==> config.mk <==
export PLATFORM = sky130hd
export DESIGN_NAME = kss_cell
export DESIGN_NICKNAME = d
export VERILOG_FILES = /design/src/hdl/kss_pkg.sv /design/src/hdl/kss_cell.sv
export SDC_FILE = /design/constraint.sdc
export NUM_CORES = 1
export LEC_CHECK = 0
export ABC_CLOCK_PERIOD_IN_PS = 3300
export BUFFER_PORTS_ARGS = -buffer_cell sky130_fd_sc_hd__buf_4
export CORE_ASPECT_RATIO = 0.5
export CORE_MARGIN = 2
export CORE_UTILIZATION = 45
export CTS_CLUSTER_DIAMETER = 40
export DETAILED_ROUTE_END_ITERATION = 6
export PLACE_DENSITY_LB_ADDON = 0.15
export SETUP_SLACK_MARGIN = 0.4
export SYNTH_ARGS = -nofsm -noshare
export SYNTH_HDL_FRONTEND = slang
export SYNTH_SLANG_ARGS = --single-unit
==> constraint.sdc <==
create_clock -name clk -period 3.3 [get_ports clk]
set_input_delay 0.495 -clock clk [delete_from_list [all_inputs] [get_ports clk]]
set_output_delay 0.495 -clock clk [all_outputs]
set_load 0.02 [all_outputs]
==> src/hdl/kss_pkg.sv <==
package kss_pkg;

  // Capacity of the sorting chain: one cell per stored sample.
  localparam int MAX_SAMPLES = 1024;

  localparam int VAL_W  = 32;
  localparam int RANK_W = 10;
  localparam int CNT_W  = $clog2(MAX_SAMPLES + 1);
  localparam int CMP_W  = (CNT_W > RANK_W) ? CNT_W : RANK_W;

  typedef struct packed {
    logic signed [VAL_W-1:0]  sample;
    logic                     last_sample;
    logic        [RANK_W-1:0] rank;
  } kss_in_t;

  typedef struct packed {
    logic signed [VAL_W-1:0] selected_value;
    logic                    rank_error;
    logic                    overflow;
  } kss_out_t;

  // One slot of the chain: a value and whether it holds a sample.
  typedef struct packed {
    logic                    vld;
    logic signed [VAL_W-1:0] val;
  } kss_slot_t;

  // Chain-wide commands issued by the controller.
  typedef struct packed {
    logic flush;
    logic shift;
  } kss_ctl_t;

endpackage

==> src/hdl/kss_cell.sv <==
module kss_cell (
  input  logic              clk,
  input  logic              rst_n,
  input  kss_pkg::kss_ctl_t ctl,
  input  kss_pkg::kss_slot_t ins,
  input  kss_pkg::kss_slot_t nbr,
  output kss_pkg::kss_slot_t held,
  output kss_pkg::kss_slot_t pass
);

  kss_pkg::kss_slot_t held_r, held_nxt;
  kss_pkg::kss_slot_t pass_r, pass_nxt;

  // A cell keeps the smaller of its own value and the arriving one and
  // hands the larger to the right, so the chain stays sorted ascending.
  always_comb begin
    held_nxt     = held_r;
    pass_nxt     = pass_r;
    pass_nxt.vld = 1'b0;
    if (ctl.flush) begin
      held_nxt.vld = 1'b0;
    end else if (ctl.shift) begin
      held_nxt = nbr;
    end else if (ins.vld) begin
      if (!held_r.vld) begin
        held_nxt = ins;
      end else if (ins.val < held_r.val) begin
        held_nxt = ins;
        pass_nxt = held_r;
      end else begin
        pass_nxt = ins;
      end
    end
  end

  always_ff @(posedge clk) begin
    if (!rst_n) begin
      held_r.vld <= 1'b0;
      pass_r.vld <= 1'b0;
    end else begin
      held_r <= held_nxt;
      pass_r <= pass_nxt;
    end
  end

  assign held = held_r;
  assign pass = pass_r;

endmodule

==> reports/qor.csv <==
stage,metric,value,unit
cells_and_area,antenna_cells,0,
timing,rsz0062_at_grt,yes,
job,max_cap_viol_count,0,
synthesis,yosysSeqAreaShare,54.5,%
grt,gr-total-overflow,0,
route,drt-pass1-iter-count,4,
worst_setup_path,cp.arrival,2.94,ns
cells_and_area,drive_above_1_share,55.0,%
worst_setup_path,startpoint_type,flop,
grt,antenna_found_initial,0,
worst_setup_path,rrSetupSlack,0.43,ns
clock_network,root_buffer,clkbuf_16,
synthesis,synth_top_area_share,53.4,%
cells_and_area,final_util,68.0,%
place,post-dp-hpwl,5990,um
power_and_ir_drop,peakVddDrop,0.000336,V
floorplan,fp.coreArea,0.00754,mm2
synthesis,synth_area_leaders,"edfxtp_1, mux2_2, ha_1, inv_1, a21oi_1",
timing,slew_headroom,43.3,%
synthesis,synth_nets,356,
synthesis,synth_warnings,0,
place,place_area,0.00477,mm2
timing,period_share,86.9,%
floorplan,die_area,0.00877,mm2
synthesis,syn_area_per_cell,14.1,um2
status,status,finished clean,
worst_setup_path,r2r-end,pass[19],
floorplan,dieWidth,130,um
floorplan,ioPinCount,136,
cells_and_area,final_nets,505,
route,num_vias,2598,
synthesis,synth_ff_type,edfxtp_1,
synthesis,ys_top_cells_by_count,"edfxtp_1, mux2_2, inv_1",
grt,grt_use_total,19.1,%
clock_network,clkTransAtPathRegs,0.05,ns
floorplan,die_y,67.2,um
cells_and_area,final.fill_count,586,
place,numPortBuffers,135,
floorplan,rows,22,
route,postRouteAntennaNets,0,
power_and_ir_drop,power_density,432,mW/mm2
synthesis,syn_area,0.00360,mm2
timing,worstMarginPinSlew,0.850,ns
hold_path,min_path_type,in -> reg,
worst_setup_path,crit_chain,"inv_2, ha_4, a211o_1, a31oi_1, o221ai_1, a211o_1, a211oi_4, buf_4, buf_6, mux2_2",
clock_network,clock-sinks,66,
hold_path,min_to,held[32],
route,drt-total-wl,8500,um
route,via_per_inst,5.03,
synthesis,synth_largest_area_cell,edfxtp_1,
timing,max_freq,349,MHz
timing,fin_setup_tns,0,ns
timing,finClkSkew,0.00506,ns
place,dp_cells,495,
synthesis,synthArstFlopShare,0,%
grt,use_met3,7.13,%
place,place.gp.congestion,0.772,
hold_path,min_path_cells,2,
route,avgRoutedWirePerCell,16.4,um
timing,hold_viol,0,
worst_setup_path,critPathMaxFanout,8,
route,drc,0,
worst_setup_path,reg2regPathDepth,10,
worst_setup_path,cp.required,3.37,ns
timing,drv_slew,0,
clock_network,cts_tree,done,
clock_network,hold_buffers,0,
worst_setup_path,critPathSlowestCell,edfxtp_1,
worst_setup_path,endpoint_kind,flop,
cells_and_area,syn_to_final_growth,42.5,%
route,first_iter_violations,82,
timing,finalSetupViolCount,0,
power_and_ir_drop,power_leakage,0.00225,uW
synthesis,yosysUniqueCellTypes,32,
worst_setup_path,timing.critical_path.mode_cell,a211o_1,
grt,use_met1,22.6,%
worst_setup_path,worstSetupPathType,reg -> reg,
grt,grt_pass1_wl,12200,um
worst_setup_path,cpPeakStageDelay,0.44,ns
floorplan,start_util,47.7,%
synthesis,synthCells,255,
clock_network,htreeDepth,3,
hold_path,min-delay-start,ins[32],
timing,period_needed,2.87,ns
grt,grt_pass1_vias,2596,
clock_network,numCtsBuffers,9,
clock_network,insertion_delay,0.33,ns
grt,busiest_layer,met2,
grt,grt_use_met2,32.9,%
synthesis,synth-edff-count,64,
synthesis,ys_ff_latch,66,
clock_network,cts_buffer_depth,2,
worst_setup_path,r2r_start,held[2],
synthesis,yosys.cell_count.top_type,edfxtp_1,
cells_and_area,stdcell_count,517,
grt,grt_start_max_net_pins,39,
cells_and_area,fin_area,0.00513,mm2
[registers in the layout, summed over array words and instances (netlist names)]
signal / cells
pass: 33
held: 33
[kinds of logic (layout without fill, tap and decap cells)]
kind of cell,count (synthesis),in the layout,synth area share (%)
AOI/OAI and AO/OA,28,28,5.60
adders and majority gates,31,31,10.8
buffers and inverters,39,193,4.69
DFF,66,66,54.5
muxes,64,64,20.0
and+or+nand+nor,27,27,4.38
[per-stage QoR]
step	setup slack (ns)	total power (uW)	hold slack [ns]
2_1_floorplan	0.394	1210	0.640
3_3_place_gp	0.296	1350	0.565
3_5_place_dp	0.251	1370	0.566
4_1_cts	0.463	2200	0.424
5_1_grt	0.345	2310	0.422
6_report	0.431	2220	0.430
[final cells by class]
cell class | instances | area, um2 | share of cell area [%]
Clock inverter | 5 | 21.3 | 0.415
Timing Repair Buffer | 145 | 1160 | 22.6
Tap cell | 108 | 135 | 2.64
Sequential cell | 66 | 1960 | 38.3
Inverter | 32 | 120 | 2.34
Clock buffer | 11 | 233 | 4.54
Multi-Input combinational cell | 150 | 1500 | 29.2
[placed cells by master, fill, tap and decap left out, types with 3 or more instances in the layout]
cell type / count
a21oi_1: 12
and4_1: 3
buf_4: 138
buf_6: 3
clkbuf_16: 11
clkinv_1: 3
edfxtp_1: 64
ha_1: 30
inv_1: 31
mux2_2: 62
nand2_1: 6
nand2b_1: 3
nand3_1: 3
nand4_1: 3
nor2_1: 3
o21ai_0: 3
[worst max path at each step]
stage,from,endpoint,cells after the start
floorplan,held[2],held[0],9
global placement,ins[2],pass[8],9
detailed placement,ins[2],pass[21],9
CTS,held[2],pass[19],9
global route,held[2],pass[22],10
finish,held[2],pass[19],10
[power breakdown]
group / internal, uW / leakage [uW] / switching, uW
Combinational: 237 / 0.00152 / 182
Sequential: 958 / 0.000601 / 15.0
Clock: 497 / 0.000126 / 328
[metal layers]
metal / vias up / share of wire, %
li1: 1266 / -
met3: 11 / 6.6
met4: 0 / 1.0
met1: 1245 / 45
met2: 76 / 47
met5: - / 0
[critical path, delay by kind of cell, from the launching register on]
family | cells | cell delay, ns
buffers and inverters | 3 | 0.43
multiplexers | 1 | 0.34
adder cells (fa/ha/maj) | 1 | 0.20
AO/OA/AOI/OAI | 5 | 1.21
flip-flops | 1 | 0.44
[timing repair]
item,4_1_cts,5_1_grt
buffers inserted,0,3
resized for setup,0,4
endpoints found under the hold margin,0,0
setup endpoints to repair,0,31
(Power assumes the default switching activity.)
